<file path="src/rtl/cusf_pkg.sv">
`default_nettype none

package cusf_pkg;

    localparam int unsigned OFFSET_BITS_DEFAULT = 32;

    localparam int unsigned OFFSET_FIELD_W = 32;
    localparam int unsigned LENGTH_W       = 16;
    localparam int unsigned LIMIT_W        = 8;
    localparam int unsigned STALL_W        = 9;
    localparam int unsigned CFG_DATA_W     = 32;
    localparam int unsigned CFG_INDEX_W    = 3;

    localparam logic [LENGTH_W-1:0] SEG_LEN_RESET = 16'd32;
    localparam logic [STALL_W-1:0]  STALL_MAX     = 9'd511;

    localparam logic [CFG_INDEX_W-1:0] REG_TOTAL_BYTES = 3'd0;
    localparam logic [CFG_INDEX_W-1:0] REG_SEG_LEN     = 3'd1;
    localparam logic [CFG_INDEX_W-1:0] REG_MAX_RETRIES = 3'd2;
    localparam logic [CFG_INDEX_W-1:0] REG_MAX_RESTART = 3'd3;
    localparam logic [CFG_INDEX_W-1:0] REG_MAX_NOPROG  = 3'd4;

    localparam logic [1:0] ACT_SEND     = 2'd0;
    localparam logic [1:0] ACT_COMPLETE = 2'd1;
    localparam logic [1:0] ACT_FAIL     = 2'd2;

    localparam logic [1:0] KIND_OK        = 2'd0;
    localparam logic [1:0] KIND_TRANSIENT = 2'd1;

    localparam logic FUNC_PLAN = 1'b0;

    localparam logic [1:0] PH_IDLE    = 2'd0;
    localparam logic [1:0] PH_SENDING = 2'd1;
    localparam logic [1:0] PH_DONE    = 2'd2;
    localparam logic [1:0] PH_FAILED  = 2'd3;

    localparam logic [3:0] ERR_NONE           = 4'd0;
    localparam logic [3:0] ERR_ALREADY_FAILED = 4'd1;
    localparam logic [3:0] ERR_NO_OFFSET      = 4'd2;
    localparam logic [3:0] ERR_BEYOND_IMAGE   = 4'd3;
    localparam logic [3:0] ERR_MISMATCH       = 4'd4;
    localparam logic [3:0] ERR_RESTARTS       = 4'd5;
    localparam logic [3:0] ERR_STALLED        = 4'd6;
    localparam logic [3:0] ERR_TRANSIENT      = 4'd7;
    localparam logic [3:0] ERR_DEVICE         = 4'd8;

    typedef struct packed {
        logic [1:0]                action;
        logic [OFFSET_FIELD_W-1:0] req_offset;
        logic [LENGTH_W-1:0]       req_length;
        logic                      req_first_packet;
        logic [3:0]                error_code;
        logic                      done_match_known;
        logic                      done_match_value;
    } result_t;

endpackage

`default_nettype wire

</file>
<file path="src/rtl/chunked_upload_session_fsm_core.sv">
// The result of an accepted transaction is registered at the accepting edge.
// Throughput: one transaction per cycle; session state is updated at the accepting edge.
// The only hold-off is a result waiting under out_stall, which stalls the input.
// Reset (rst_n low, asynchronous): phase idle, offsets and counters zero, first packet
// pending, registers back to total size 0, segment length 32, limits 0.
`default_nettype none

module chunked_upload_session_fsm_core
    import cusf_pkg::*;
#(
    parameter int unsigned OFFSET_BITS = OFFSET_BITS_DEFAULT
)
(
    input  logic                      clk,
    input  logic                      rst_n,
    input  logic                      cfg_we,
    input  logic [CFG_INDEX_W-1:0]    cfg_index,
    input  logic [CFG_DATA_W-1:0]     cfg_data,
    input  logic                      in_valid,
    output logic                      in_stall,
    input  logic                      func,
    input  logic [1:0]                failure_kind,
    input  logic                      has_offset,
    input  logic [OFFSET_FIELD_W-1:0] resp_offset,
    input  logic                      match_known,
    input  logic                      match_value,
    output logic                      out_valid,
    input  logic                      out_stall,
    output logic [1:0]                action,
    output logic [OFFSET_FIELD_W-1:0] req_offset,
    output logic [LENGTH_W-1:0]       req_length,
    output logic                      req_first_packet,
    output logic [3:0]                error_code,
    output logic                      done_match_known,
    output logic                      done_match_value
);

    typedef logic [OFFSET_BITS-1:0] ofs_t;

    ofs_t                total_bytes_reg;
    logic [LENGTH_W-1:0] seg_len_reg;
    logic [LIMIT_W-1:0]  max_chunk_retries_reg;
    logic [LIMIT_W-1:0]  restart_limit_reg;
    logic [LIMIT_W-1:0]  noprog_limit_reg;

    logic [1:0]          phase_reg, phase_next;
    ofs_t                confirmed_offset_reg, confirmed_offset_next;
    logic                first_pending_reg, first_pending_next;
    ofs_t                flight_offset_reg, flight_offset_next;
    logic [LENGTH_W-1:0] flight_length_reg, flight_length_next;
    logic                flight_first_reg, flight_first_next;
    logic [LIMIT_W-1:0]  retry_count_reg, retry_count_next;
    logic [LIMIT_W-1:0]  restart_count_reg, restart_count_next;
    logic [STALL_W-1:0]  stall_count_reg, stall_count_next;

    logic                out_valid_reg, out_valid_next;
    result_t             result_reg, result_next;

    logic                accept;
    ofs_t                rep;
    ofs_t                send_off;
    ofs_t                rem;
    logic [LENGTH_W-1:0] send_len;
    logic [STALL_W-1:0]  stall_inc;
    logic                plan_send;
    logic                retry_send;

    assign in_stall       = out_valid_reg && out_stall;
    assign accept         = in_valid && !in_stall;
    assign out_valid_next = accept || in_stall;

    assign rep       = OFFSET_BITS'(resp_offset);
    assign stall_inc = (stall_count_reg == STALL_MAX) ? stall_count_reg
                                                      : stall_count_reg + 1'b1;

    always_comb
    begin
        phase_next            = phase_reg;
        confirmed_offset_next = confirmed_offset_reg;
        first_pending_next    = first_pending_reg;
        flight_offset_next    = flight_offset_reg;
        flight_length_next    = flight_length_reg;
        flight_first_next     = flight_first_reg;
        retry_count_next      = retry_count_reg;
        restart_count_next    = restart_count_reg;
        stall_count_next      = stall_count_reg;
        result_next           = '0;
        plan_send             = 1'b0;
        retry_send            = 1'b0;

        if (func == FUNC_PLAN)
        begin
            if (phase_reg == PH_FAILED)
            begin
                result_next.action     = ACT_FAIL;
                result_next.error_code = ERR_ALREADY_FAILED;
            end
            else if (confirmed_offset_reg >= total_bytes_reg)
            begin
                result_next.action = ACT_COMPLETE;
            end
            else
            begin
                plan_send = 1'b1;
            end
        end
        else if (failure_kind != KIND_OK)
        begin
            if (failure_kind == KIND_TRANSIENT && retry_count_reg < max_chunk_retries_reg)
            begin
                retry_count_next = retry_count_reg + 1'b1;
                retry_send       = 1'b1;
            end
            else
            begin
                phase_next             = PH_FAILED;
                result_next.action     = ACT_FAIL;
                result_next.error_code = (failure_kind == KIND_TRANSIENT) ? ERR_TRANSIENT
                                                                          : ERR_DEVICE;
            end
        end
        else if (!has_offset)
        begin
            phase_next             = PH_FAILED;
            result_next.action     = ACT_FAIL;
            result_next.error_code = ERR_NO_OFFSET;
        end
        else if (rep > total_bytes_reg)
        begin
            phase_next             = PH_FAILED;
            result_next.action     = ACT_FAIL;
            result_next.error_code = ERR_BEYOND_IMAGE;
        end
        else if (rep == total_bytes_reg)
        begin
            if (match_known && !match_value)
            begin
                phase_next             = PH_FAILED;
                result_next.action     = ACT_FAIL;
                result_next.error_code = ERR_MISMATCH;
            end
            else
            begin
                confirmed_offset_next        = rep;
                phase_next                   = PH_DONE;
                result_next.action           = ACT_COMPLETE;
                result_next.done_match_known = match_known;
                result_next.done_match_value = match_known && match_value;
            end
        end
        else if (rep == '0)
        begin
            if (restart_count_reg >= restart_limit_reg)
            begin
                phase_next             = PH_FAILED;
                result_next.action     = ACT_FAIL;
                result_next.error_code = ERR_RESTARTS;
            end
            else
            begin
                restart_count_next    = restart_count_reg + 1'b1;
                confirmed_offset_next = '0;
                first_pending_next    = 1'b1;
                stall_count_next      = '0;
                retry_count_next      = '0;
                plan_send             = 1'b1;
            end
        end
        else if (flight_first_reg || rep > confirmed_offset_reg)
        begin
            confirmed_offset_next = rep;
            first_pending_next    = 1'b0;
            stall_count_next      = '0;
            retry_count_next      = '0;
            plan_send             = 1'b1;
        end
        else
        begin
            // no progress: count stays even when it fails
            stall_count_next = stall_inc;
            if (stall_inc > {1'b0, noprog_limit_reg})
            begin
                phase_next             = PH_FAILED;
                result_next.action     = ACT_FAIL;
                result_next.error_code = ERR_STALLED;
            end
            else
            begin
                confirmed_offset_next = rep;
                first_pending_next    = 1'b0;
                retry_count_next      = '0;
                plan_send             = 1'b1;
            end
        end

        send_off = first_pending_next ? '0 : confirmed_offset_next;
        rem      = total_bytes_reg - send_off;
        if (send_off >= total_bytes_reg)
        begin
            send_len = '0;
        end
        else if (rem < OFFSET_BITS'(seg_len_reg))
        begin
            send_len = rem[LENGTH_W-1:0];
        end
        else
        begin
            send_len = seg_len_reg;
        end

        if (plan_send)
        begin
            flight_offset_next           = send_off;
            flight_length_next           = send_len;
            flight_first_next            = first_pending_next;
            phase_next                   = PH_SENDING;
            result_next.action           = ACT_SEND;
            result_next.req_offset       = OFFSET_FIELD_W'(send_off);
            result_next.req_length       = send_len;
            result_next.req_first_packet = first_pending_next;
        end

        if (retry_send)
        begin
            phase_next                   = PH_SENDING;
            result_next.action           = ACT_SEND;
            result_next.req_offset       = OFFSET_FIELD_W'(flight_offset_reg);
            result_next.req_length       = flight_length_reg;
            result_next.req_first_packet = flight_first_reg;
        end
    end

    always_ff @(posedge clk or negedge rst_n)
    begin
        if (!rst_n)
        begin
            total_bytes_reg       <= '0;
            seg_len_reg           <= SEG_LEN_RESET;
            max_chunk_retries_reg <= '0;
            restart_limit_reg     <= '0;
            noprog_limit_reg      <= '0;
        end
        else if (cfg_we)
        begin
            case (cfg_index)
                REG_TOTAL_BYTES: total_bytes_reg       <= OFFSET_BITS'(cfg_data);
                REG_SEG_LEN:     seg_len_reg           <= cfg_data[LENGTH_W-1:0];
                REG_MAX_RETRIES: max_chunk_retries_reg <= cfg_data[LIMIT_W-1:0];
                REG_MAX_RESTART: restart_limit_reg     <= cfg_data[LIMIT_W-1:0];
                REG_MAX_NOPROG:  noprog_limit_reg      <= cfg_data[LIMIT_W-1:0];
                default:
                begin
                end
            endcase
        end
    end

    always_ff @(posedge clk or negedge rst_n)
    begin
        if (!rst_n)
        begin
            phase_reg            <= PH_IDLE;
            confirmed_offset_reg <= '0;
            first_pending_reg    <= 1'b1;
            flight_offset_reg    <= '0;
            flight_length_reg    <= '0;
            flight_first_reg     <= 1'b0;
            retry_count_reg      <= '0;
            restart_count_reg    <= '0;
            stall_count_reg      <= '0;
        end
        else if (accept)
        begin
            phase_reg            <= phase_next;
            confirmed_offset_reg <= confirmed_offset_next;
            first_pending_reg    <= first_pending_next;
            flight_offset_reg    <= flight_offset_next;
            flight_length_reg    <= flight_length_next;
            flight_first_reg     <= flight_first_next;
            retry_count_reg      <= retry_count_next;
            restart_count_reg    <= restart_count_next;
            stall_count_reg      <= stall_count_next;
        end
    end

    always_ff @(posedge clk or negedge rst_n)
    begin
        if (!rst_n)
        begin
            out_valid_reg <= 1'b0;
        end
        else
        begin
            out_valid_reg <= out_valid_next;
        end
    end

    always_ff @(posedge clk)
    begin
        if (accept)
        begin
            result_reg <= result_next;
        end
    end

    assign out_valid        = out_valid_reg;
    assign action           = result_reg.action;
    assign req_offset       = result_reg.req_offset;
    assign req_length       = result_reg.req_length;
    assign req_first_packet = result_reg.req_first_packet;
    assign error_code       = result_reg.error_code;
    assign done_match_known = result_reg.done_match_known;
    assign done_match_value = result_reg.done_match_value;

endmodule

`default_nettype wire

</file>
<file path="config.mk">
export PLATFORM = sky130hd
export DESIGN_NAME = chunked_upload_session_fsm_core
export DESIGN_NICKNAME = d
export VERILOG_FILES = /design/src/rtl/cusf_pkg.sv /design/src/rtl/chunked_upload_session_fsm_core.sv
export SDC_FILE = /design/constraint.sdc
export NUM_CORES = 1
export LEC_CHECK = 0
export ABC_AREA = 1
export BUFFER_PORTS_ARGS = -buffer_cell sky130_fd_sc_hd__buf_4
export CAP_MARGIN = 20
export CORE_UTILIZATION = 60
export CTS_CLUSTER_SIZE = 8
export DETAILED_ROUTE_END_ITERATION = 16
export PLACE_DENSITY = 0.82
export SYNTH_ARGS = -nofsm -noshare
export SYNTH_HDL_FRONTEND = slang
export SYNTH_SLANG_ARGS = --single-unit
</file>
<file path="constraint.sdc">
create_clock -name clk -period 13.5 [get_ports clk]
set_input_delay 0.675 -clock clk [delete_from_list [all_inputs] [get_ports clk]]
set_output_delay 0.675 -clock clk [all_outputs]
set_load 0.01 [all_outputs]
</file>
# Word level (Yosys, flattened, before mapping)
# Index checks and enable logic that the tools add are counted.
# totals
regBits	239
out_inout_bits	59
inputBits	78
# op_classes
add_sub_neg	4
bitwise_logic	6
order_cmp	8
n_reduce_logical	26
muxes	90
eq_ne	18
# op_table
cell	count
$mux W32	11
$mux W49	2
$mux W8	9
$ge A32 B32 Y1	2
$gt A32 B32 Y1	2
$mux W2	24
$mux W9	4
$eq A32 B32 Y1	1
$logic_not A32 Y1	1
$lt A32 B16 Y1	1
$mux W16	2
$mux W4	8
$sub A32 B32 Y32	1
$mux W1	26
$add A8 B1 Y8 const B	2
$reduce_and A8 Y1	2
$mux W3	4
$reduce_and A2 Y1	6
$add A9 B1 Y9 const B	1
$eq A9 B9 Y1 const B	1
$gt A9 B8 Y1	1
$ge A8 B8 Y1	1
$lt A8 B8 Y1	1
$ne A4 B4 Y1 const B	2
22 further kinds	37

# Logic depth before layout (Yosys ltp)
# Gate-level depths: netlist (run 1).
# logic_depth
word_depth	18
depth_mapped	47
depth_no_buf	46

# Worst setup path after synthesis (run 1)
# OpenSTA, ideal clock, no wires.
# synth_timing
kind	register -> register
start	reg stall_count_reg[0]
end	reg result_reg (netlist bit req_length[10]) (data pin)
period_less_slack_ns	5.795
setup_time_ns	0.254
arrival_ns	5.541
n_path_buf	2
path_stages_with_launch	37
slack_ns	7.705
required_ns	13.246
path_cell_list	dfrtp_1 -> ha_1 -> nand2_1 -> nor2_1 -> nand2_1 -> nor2_1 -> inv_1 -> nand4_1 -> nor2_1 -> nand2_1 -> nor2_1 -> xor2_1 -> ha_1 -> nand4_1 -> nor3_1 -> a21oi_2 -> nand3_1 -> nand3_1 -> nand2_4 -> buf_4 -> nand3_1 -> ha_1 -> nand2_1 -> nor2_1 -> nand4_1 -> nand3b_1 -> xor2_1 -> ha_1 -> a21oi_1 -> nor2_1 -> a211oi_1 -> o221ai_1 -> a21oi_2 -> clkbuf_1 -> nand4_1 -> nand4_1 -> nand2_1
# synth_rtl
item	line	rtl
start, declared	chunked_upload_session_fsm_core.sv:54	logic [STALL_W-1:0] stall_count_reg, stall_count_next;
start signal, assigned	chunked_upload_session_fsm_core.sv:282	stall_count_reg <= stall_count_next;
end signal, assigned	chunked_upload_session_fsm_core.sv:302	result_reg <= result_next;
end, declared	chunked_upload_session_fsm_core.sv:57	result_t result_reg, result_next;

==> metrics.md, run 1 <==
| Metric | Value |
|---|---|
| Status | finished, final reports clean |
| Sw Ratio | 39.11% |
| Worst Path Arrival | 8.01 ns |
| CP max stage cell | nand3_2 |
| WL/cell | 18.27 µm |
| PwrDens | 145.4 nW/µm² |
| Hpwl dp | 39690 µm |
| Synth unique cells | 47 |
| Sw Pwr | 1.119 mW |
| Fin crit period | 7.731 ns |
| Largest net degree at the start of global routing | 75 |
| Synth area leaders | dfrtp_1, nand2_1, ha_1 |
| Least-Margin Pin Slew | 0.9989 ns |
| Via density per instance | 5.780 |
| Share of the synthesized area in the top cell type | 26.05% |
| Worst path required time | 13.77 ns |
| Final Cycle Share | 57.27% |
| Post-synth EDFFs | 57 |
| CP Launch Type | flip-flop |
| ANT nets after route | 0 |
| WL final | 53250 µm |
| Setup TNS | 0 ns |
| CTS tree | built |
| CP max FO | 31 |
| Fillers | 2415 |
| Synth Instances | 2389 |
| Worst path max stage delay | 0.61 ns |
| Drt drc | 0 |
| Max_cap viols | 0 |
| RSZ-0062 raised after global routing | no |
| Row Count | 61 |
| Normalized max-slew margin | 33.22% |
| Post-CTS Setup Inserts | 0 |
| Leading area contributor after synthesis | dfrtp_1 |
| Cell mode on critical path | nand2_1 |
| H-tree levels | 2 |
| Vias in the first global route | 15740 |
| Post-synthesis sequential area ratio | 36.25% |
| Avg Cell Area, Syn | 7.239 µm² |
| Setup slack, reg-to-reg | 5.77 ns |
| Worst-path clk slew | 0.05 ns |
| DRT iter0 DRCs | 1659 |
| Setup violators final | 0 |
| P&R area growth vs syn | 13.76% |
| Warning count from the yosys run | 0 |
| Clock power frac | 30.0% |
| Starting Density | 61.57% |
| Comb pwr share | 36.8% |
| Clk sinks | 239 |
| Clock skew | 0.01806 ns |
| Top FF cell, synth | dfrtp_1 |
| P_int | 1.742 mW |
| Final #Nets | 2758 |
| Post-synth net total | 2638 |
| Reg-to-reg endpoint | req_length[0] |
| Commonest non-fill, non-tap cells in the layout | nand2_1, inv_1, nor2_1, dfrtp_1, ha_1 |
| Depth of the worst register-to-register path | 43 |
| Synth Register Bits | 239 |
| Initial antenna violation count | 0 |
| Die span in x | 171.8 µm |
| Synthesized area | 17290 µm² |
| Gates resized, CTS repair | 0 |
| FFs w/ async S/R, synth | 76.15% |
| Gp weighted congestion | 0.9948 |
| Layout cell share with drive strength beyond 1 | 10.29% |
| Reg2reg start | stall_count_reg[0] |
| Crit. End Element | flip-flop |
| Root buf cell | clkbuf_16 |
| Die ar. | 29510 µm² |
| Core area | 28090 µm² |
| VDD IR-drop max | 0.1150 mV |
| Leak pwr | 10.26 nW |
| Pre-Repair DR Iteration Count | 6 |
| Grt ovf | 0 |
| Fin. Hold Viols | 0 |
| Crit path kind | reg -> reg |
| Global-route wire length before repair | 84400 µm |
| CTS buffer count | 36 |
| Hold WS | 0.07277 ns |
| GRT Overall Usage | 37.09% |
| Path category of the worst min-delay check | in -> async |
| Worst skew pair latency | 0.53 ns |
| Clock buffer depth | 3 |
| Reg power frac | 33.3% |
| Hold buffer count at CTS | 0 |
| Port Buffers | 136 |
| Fmax | 129.3 MHz |
| Via count | 16850 |
| I/O pin total | 137 |
| Slew Limit Fails | 0 |
| Vert. Die Dim | 171.8 µm |
| Leading cell type in the layout, fill and taps excluded | nand2_1 |
cell type report:
| type | count | area (µm²) | area share [%] |
|---|---|---|---|
| Antenna cell | 1 | 2.502 | 0.01272 |
| Clock buffer | 62 | 1030 | 5.234 |
| Clock inverter | 3 | 55.05 | 0.2798 |
| Inverter | 346 | 1299 | 6.601 |
| Multi-Input combinational cell | 1737 | 9384 | 47.70 |
| Sequential cell | 239 | 6269 | 31.86 |
| Tap cell | 378 | 473.0 | 2.404 |
| Timing Repair Buffer | 149 | 1162 | 5.908 |
power groups by stage:
stage	Sequential, mW	Combinational, mW	Clock [mW]
after floorplan	0.935	0.727	0
after global placement	0.952	0.987	0
after detailed placement	0.957	1.02	0
after CTS	0.948	1.03	0.865
after global routing	0.963	1.19	0.896
final	0.952	1.05	0.857
logic make-up (layout without fill, tap and decap cells):
group	count (synthesis)	in the layout	synth area share [%]
AND/OR/NAND/NOR	1190	1190	29.56
buffers and inverters	413	560	9.615
AO/OA/AOI/OAI	342	342	10.41
flip-flops	239	239	36.25
adder cells (fa/ha/maj)	171	171	12.41
XOR/XNOR	32	32	1.621
multiplexers	2	2	0.1302
other	0	1	0
Yosys cell counts, types with 2 or more instances:
cell,count
nand3_2,9
nand3b_1,5
o21ai_1,46
nor2_2,10
o21ai_0,133
ha_1,170
o31ai_1,4
nor4_1,3
xnor2_1,5
inv_2,8
nand2_1,698
edfxtp_1,57
clkbuf_2,4
a21oi_1,134
nor2_1,183
nand3_1,165
a21o_1,7
buf_1,4
nand4_1,70
clkbuf_1,30
o21a_1,3
mux2_2,2
nor2_4,3
buf_2,14
xor2_1,27
dfstp_2,2
nor3_1,14
nand2_2,20
dfrtp_1,180
o21bai_1,4
buf_4,6
a21oi_2,4
nor3_2,5
nand2_4,2
buf_6,9
inv_1,338
worst max path at each step:
stage | end | start
3_5_place_dp | req_length[0] | stall_count_reg[0]
6_report | req_length[0] | stall_count_reg[0]
5_1_grt | req_length[14] | stall_count_reg[0]
2_1_floorplan | req_length[10] | stall_count_reg[0]
4_1_cts | req_length[0] | stall_count_reg[0]
3_3_place_gp | req_length[14] | stall_count_reg[0]
per-layer routing:
layer  wire, µm  vias up  track usage (%)
met5          0        -                0
met4       1412        0            11.27
met3       5113       95            5.775
met2      23830      844            58.12
met1      22890     7899            52.73
li1           -     8011                -
through the flow:
| step | setup WS [ns] | total power, mW | cells | util, % | area [µm²] |
|---|---|---|---|---|---|
| after floorplan | 7.705 | 1.663 | 2389 | - | 17290 |
| after global placement | 6.080 | 1.939 | 2846 | 65.95 | 18520 |
| after global routing | 5.104 | 3.044 | 2914 | 70.04 | 19670 |
| after detailed placement | 5.942 | 1.981 | 2848 | 66.10 | 18570 |
| after CTS | 5.919 | 2.845 | 2913 | 69.97 | 19650 |
| final | 5.769 | 2.861 | 2915 | 70.05 | 19670 |
critical path, delay by kind of cell, from the launching register on:
family,cells,cell delay (ns)
and+or+nand+nor,29,4.04
buffers and inverters,4,0.32
AOI/OAI and AO/OA,3,0.96
xor gates and xnor gates,2,0.47
adders and majority gates,5,1.28
DFF,1,0.40
(Power assumes the default switching activity.)
==> run 2, diff against run 1 <==
clock period = 8 ns   (was 13.5 ns; I/O delays follow)
==> run 2 against run 1 <==
Effect of this change: flip-flop and latch count stayed put; largest cell class unchanged; clock-buffer cell count shrank 1; clock skew rose by 0.0034 ns; highest routed layer is now met5; design area is essentially flat; wire length rose by 1.5%; register-to-register slack lost 5.3 ns; sequential power up 69%; sequential share of layout area about the same; via count down 0.47%; largest power group unchanged.
==> metrics.md, run 2 (same netlist as run 1, synthesis figures left out) <==
| Metric | Value |
|---|---|
| Via count | 16770 (-0.47%) |
| Vias in the first global route | 15340 (-2.5%) |
| Critical path destination | req_length[7] |
| PwrDens | 246.9 nW/µm² (+70%) |
| Global-route wire length before repair | 83110 µm (-1.5%) |
| Least-Margin Pin Slew | 1.053 ns (+0.05358 ns) |
| Die ar. | 29510 µm² (unchanged) |
| Starting Density | 61.57% (unchanged) |
| Largest net degree at the start of global routing | 79 (+5.3%) |
| Final std cells w/o fill | 2918 (+0.10%) |
| GRT Overall Usage | 36.91% (-0.19 points) |
| Hpwl dp | 39520 µm (-0.43%) |
| WP depth | 39 (-9.3%) |
| Initial antenna violation count | 1 (+1) |
| Fmax | 133.3 MHz (+3.1%) |
| Crit path kind | reg -> reg |
| Crit. End Element | flip-flop |
| Depth of the worst register-to-register path | 39 (-9.3%) |
| Multi-input gate area | 9410 µm² (+0.28%) |
| Worst-path clk slew | 0.05 ns (about the same) |
| FF/Latch Area | 6269 µm² (unchanged) |
| Reg2reg start | stall_count_reg[0] |
| Clock skew | 0.02150 ns (+0.003441 ns) |
| Worst path required time | 8.27 ns (-5.50 ns) |
| Fin crit period | 7.500 ns (-0.2312 ns) |
| Leading cell type in the layout, fill and taps excluded | nand2_1 |
| I/O pin total | 137 (unchanged) |
| Vert. Die Dim | 171.8 µm (unchanged) |
| Final #Nets | 2763 (+0.18%) |
| Worst skew pair latency | 0.54 ns (about the same) |
| Pre-Repair DR Iteration Count | 6 (unchanged) |
| Setup slack, reg-to-reg | 0.50 ns (-5.27 ns) |
| Commonest non-fill, non-tap cells in the layout | nand2_1, inv_1, nor2_1, dfrtp_1, ha_1 |
| Gp weighted congestion | 1.012 (+1.7%) |
| Fillers | 2363 (-2.2%) |
| RSZ-0062 raised after global routing | no |
| Die span in x | 171.8 µm (unchanged) |
| Slew Limit Fails | 0 (unchanged) |
| Crit path from | stall_count_reg[0] |
| CTS buffer count | 36 (unchanged) |
| CTS tree | built |
| CP max stage cell | ha_1 |
| Worst path max stage delay | 0.44 ns (-0.17 ns) |
| Worst Path Arrival | 7.77 ns (-0.24 ns) |
| Core area | 28090 µm² (unchanged) |
| WL final | 54030 µm (+1.5%) |
| H-tree levels | 2 (unchanged) |
| Row Count | 61 (unchanged) |
| Crit path max-delay family | simple AND/OR/NAND/NOR gates |
| Setup violators final | 0 (unchanged) |
| ANT nets after route | 0 (unchanged) |
| Normalized max-slew margin | 29.64% (-3.6 points) |
| Setup TNS | 0 ns (unchanged) |
| Drt drc | 0 (unchanged) |
| CP Launch Type | flip-flop |
| Fin. Hold Viols | 0 (unchanged) |
| DRT iter0 DRCs | 1798 (+8.4%) |
| WL/cell | 18.52 µm (+1.4%) |
| Cell mode on critical path | nor2_1 |
| Clk sinks | 239 (unchanged) |
| Leak pwr | 10.26 nW (about the same) |
| # diodes | 0 (-1) |
| Via density per instance | 5.747 (-0.57%) |
| Port Buffers | 136 (unchanged) |
| Clock buffer depth | 3 (unchanged) |
| Max_cap viols | 0 (unchanged) |
| Final Cycle Share | 93.75% (+36 points) |
| Reg-to-reg endpoint | req_length[7] |
| P&R area growth vs syn | 13.87% (about the same) |
| Root buf cell | clkbuf_16 |
| Path category of the worst min-delay check | in -> reg |
| Status | finished, final reports clean |
| Placed cells | 2849 (+0.035%) |
| Layout cell share with drive strength beyond 1 | 10.39% (+0.10 points) |
| CP max FO | 36 (+16%) |
| Worst Path Buf+Inv | 5 (+1) |
| VDD IR-drop max | 0.1839 mV (+60%) |
| Grt ovf | 0 (unchanged) |
[run 2: cell count changes in the layout (fill, tap and decap cells not counted)]
cell / before / now
buf_4: 145 / 149
buf_16: 1 / 0
buf_6: 1 / 2
buf_8: 1 / 0
clkbuf_8: 1 / 0
diode_2: 1 / 0
dlygate4sd3_1: 0 / 1
nand2_4: 2 / 1
nand2_8: 0 / 1
nand3_4: 1 / 2
[run 2: worst min path at each step]
stage / slack, ns / end / startpoint / cells past startpoint
after floorplan: 0.10 / confirmed_offset_reg[0] / rst_n / 0
after global placement: 0.36 / retry_count_reg[7] / rst_n / 1
after detailed placement: 0.36 / retry_count_reg[4] / rst_n / 1
after CTS: 0.1 / out_valid / out_stall / 3
after global routing: 0.11 / out_valid / out_stall / 3
final: 0.10 / out_valid / out_stall / 3
[run 2: layout make-up]
cell class | count | share of cell area, %
Sequential cell | 239 | 31.83
Clock inverter | 3 | 0.2796
Tap cell | 378 | 2.402
Multi-Input combinational cell | 1738 | 47.79
Clock buffer | 61 | 5.159
Inverter | 346 | 6.595
Timing Repair Buffer | 153 | 5.947
[run 2: timing repair]
item | CTS | global route
setup endpoints to repair | 0 | 32
endpoints found under the hold margin | 40 | 0
gates resized for setup | 0 | 3
setup buffers | 0 | 2
hold buffers | 1 | 0
[run 2: routing by layer]
layer	GRT usage [%]	wire (µm)
met5	0	13
met4	12.08	1834
met3	6.121	4538
met2	55.98	23810
met1	53.47	23830
[run 2: report_power, final]
group	switching, mW	internal [mW]	leakage [nW]
registers	0.149	1.46	2.91
clock network	0.582	0.866	0.507
logic	1.20	0.609	6.85
[run 2: stage by stage]
step,util (%),worst slack (ns),cell area [µm²],hold slack [ns],power (mW)
floorplan,-,2.205,17290,0.1044,2.806
global placement,66.03,0.6111,18550,0.3557,3.325
detailed placement,66.03,0.4721,18550,0.3579,3.367
CTS,69.88,0.4000,19630,0.09838,4.823
global route,70.11,0.01886,19690,0.1089,5.165
finish,70.11,0.4997,19690,0.1020,4.862
[run 2: worst register-to-register path: cells and delay by family (launching register included)]
| kind | cells | cell delay (ns) |
|---|---|---|
| xor gates and xnor gates | 2 | 0.57 |
| adders and majority gates | 4 | 1.24 |
| AOI/OAI and AO/OA | 5 | 0.89 |
| and+or+nand+nor | 23 | 3.35 |
| DFF | 1 | 0.41 |
| buffers and inverters | 5 | 0.78 |
==> run 3, diff against run 2 <==
CORE_UTILIZATION = 62   (was 60)
CTS_CLUSTER_DIAMETER = 80   (was unset)
PLACE_DENSITY = 0.84   (was 0.82)
==> run 3 against run 2 <==
Effect of this change: hold slack improved by 0.013 ns; fmax rose by 3.1%; combinational power is essentially flat; wire length fell by 2.2%; die area fell by 3.2%; final cell count fell by 0.27%; first-iteration DRC count fell by 16%; clock skew shrank 0.0015 ns; clock power is 5% lower; sequential power is essentially flat; total power fell by 2.0%; global-route usage grew 0.44 points; critical path type unchanged; critical endpoint is now req_length[0].
==> metrics.md, run 3 (same netlist as run 1, synthesis figures left out) <==
| Metric | Value |
|---|---|
| Port Buffers | 136 (unchanged) |
| VDD IR-drop max | 0.1602 mV (-13%) |
| DRT iter0 DRCs | 1519 (-16%) |
| Path category of the worst min-delay check | in -> reg |
| Comb pwr share | 37.4% (+0.3 points) |
| Worst-path clk slew | 0.05 ns (about the same) |
| Via density per instance | 5.697 (-0.87%) |
| WL/cell | 18.16 µm (-1.9%) |
| CTS tree | built |
| Vert. Die Dim | 169.0 µm (-1.6%) |
| Hpwl dp | 39730 µm (+0.53%) |
| Depth of the worst register-to-register path | 44 (+13%) |
| Crit. End Element | flip-flop |
| Worst Path Buf+Inv | 5 (unchanged) |
| PwrDens | 242.9 nW/µm² (-1.6%) |
| Reg2reg start | stall_count_reg[0] |
| Vias in the first global route | 15560 (+1.4%) |
| Worst Path Arrival | 7.54 ns (-0.23 ns) |
| Core area | 27180 µm² (-3.2%) |
| Pre-Repair DR Iteration Count | 5 (-1) |
| P&R area growth vs syn | 13.49% |
| Die span in x | 169.0 µm (-1.6%) |
| Starting Density | 63.64% (+2.1 points) |
| Leading cell type in the layout, fill and taps excluded | nand2_1 |
| Grt ovf | 0 (unchanged) |
| Hold Path Cell Cnt | 3 (unchanged) |
| Die ar. | 28570 µm² (-3.2%) |
| P_int | 2.890 mW (-1.5%) |
| Via count | 16580 (-1.1%) |
| Status | finished, final reports clean |
| Normalized max-slew margin | 27.55% (-2.1 points) |
| Row Count | 60 (-1.6%) |
| Worst hold start | out_stall |
| Placed Instance Area | 18550 µm² (about the same) |
| Clock power frac | 28.9% (-0.9 points) |
| Setup slack, reg-to-reg | 0.72 ns (+0.22 ns) |
| Worst skew pair latency | 0.52 ns (-0.02 ns) |
| GRT Overall Usage | 37.35% (+0.44 points) |
| Clock skew | 0.01997 ns (-0.001535 ns) |
| Cell mode on critical path | nand2_1 |
| I/O pin total | 137 (unchanged) |
| H-tree levels | 2 (unchanged) |
| Post-CTS Setup Inserts | 0 (unchanged) |
| Leak pwr | 10.24 nW (-0.23%) |
| Clk sinks | 239 (unchanged) |
| Post-layout instance area | 19630 µm² (-0.34%) |
| Fmax | 137.4 MHz (+3.1%) |
| Drt drc | 0 (unchanged) |
| Slew Limit Fails | 0 (unchanged) |
| Reg-to-reg endpoint | req_length[0] |
| Layout cell share with drive strength beyond 1 | 10.33% (-0.067 points) |
| Worst path max stage delay | 0.39 ns (-0.05 ns) |
| Crit path kind | reg -> reg |
| Sw Pwr | 1.877 mW (-2.6%) |
| Reg power frac | 33.8% (+0.7 points) |
| Clock buffer depth | 3 (unchanged) |
| Worst path required time | 8.26 ns (about the same) |
| WL final | 52850 µm (-2.2%) |
| Commonest non-fill, non-tap cells in the layout | nand2_1, inv_1, nor2_1, dfrtp_1, ha_1 |
| Setup violators final | 0 (unchanged) |
| Fin crit period | 7.278 ns (-0.2222 ns) |
| ANT nets after route | 0 (unchanged) |
| Max_cap viols | 0 (unchanged) |
| Least-Margin Pin Slew | 1.084 ns (+0.03120 ns) |
| Global-route wire length before repair | 82720 µm (-0.46%) |
| Largest net degree at the start of global routing | 80 (+1.3%) |
| Crit path from | stall_count_reg[0] |
| Setup TNS | 0 ns (unchanged) |
| CP max stage cell | dfrtp_1 |
| CP Launch Type | flip-flop |
| CTS buffer count | 35 (-2.8%) |
| Final Cycle Share | 90.98% (-2.8 points) |
| Fin. Hold Viols | 0 (unchanged) |
| Sw Ratio | 39.38% (-0.28 points) |
| Final #Nets | 2762 (-0.036%) |
| Crit path max-delay family | simple AND/OR/NAND/NOR gates |
| Root buf cell | clkbuf_16 |
| Fillers | 2228 (-5.7%) |
| Hold Path Sink | out_valid |
| Initial antenna violation count | 1 (unchanged) |
| CP max FO | 17 (-53%) |
| Gp weighted congestion | 1.018 (+0.62%) |
| RSZ-0062 raised after global routing | no |
==> run 3: cell count changes in the layout (fill, tap and decap cells not counted), sizes merged <==
cell | previous run | this run
clkinv | 3 | 0
clkbuf | 61 | 59
inv | 346 | 348
buf | 152 | 153
diode | 0 | 1
nand3 | 176 | 175
==> run 3: layout make-up <==
class / instances / area [µm²] / area share, %
inverters: 346 / 1299 / 6.617
repair buffers: 154 / 1195 / 6.088
well taps: 372 / 465.4 / 2.372
multi-input cells: 1737 / 9402 / 47.90
flip-flops and latches: 239 / 6269 / 31.94
clock buffers: 59 / 965.9 / 4.922
diodes: 1 / 2.502 / 0.01275
clock inverters: 2 / 28.78 / 0.1466
==> run 3: worst max-delay path by stage <==
stage / end / depth (start not counted)
after detailed placement: req_length[0] / 41
after global routing: req_length[0] / 41
after floorplan: req_length[10] / 36
final: req_length[0] / 44
after global placement: req_length[0] / 44
after CTS: req_length[0] / 41
==> run 3: power by group through the flow <==
stage	clock (mW)	sequential, mW	combinational (mW)
after floorplan	0	1.58	1.23
after global placement	0	1.61	1.69
after detailed placement	0	1.62	1.73
after CTS	1.38	1.60	1.75
after global routing	1.44	1.62	2.01
final	1.38	1.61	1.78
==> run 3: metrics by stage <==
| stage | setup slack (ns) | instances | total power, mW | util (%) | hold slack [ns] |
|---|---|---|---|---|---|
| 2_1_floorplan | 2.205 | 2389 | 2.806 | - | 0.1044 |
| 5_1_grt | 0.02732 | 2909 | 5.071 | 72.21 | 0.1016 |
| 3_5_place_dp | 0.6650 | 2845 | 3.348 | 68.27 | 0.3556 |
| 6_report | 0.7218 | 2910 | 4.766 | 72.22 | 0.1146 |
| 3_3_place_gp | 0.8634 | 2845 | 3.295 | 68.27 | 0.3498 |
| 4_1_cts | 0.5989 | 2907 | 4.731 | 71.97 | 0.09771 |
==> run 3: routing by layer <==
metal / global-route usage (%) / share of wire [%] / up-vias
li1: - / - / 8023
met1: 51.41 / 43 / 7689
met2: 58.32 / 44 / 743
met3: 7.996 / 9.2 / 121
met4: 13.04 / 3.3 / 2
met5: 0 / 0.019 / -
==> run 3: repair_timing <==
item,in CTS,in global routing
endpoints found under the hold margin,40,0
setup endpoints to repair,0,28
gates resized for setup,0,3
hold buffers,1,0
==> run 3: tightest hold or removal path, delay by kind of cell <==
family	cells	cell delay, ns
simple gates	2	0.11
buf+inv	1	0.07
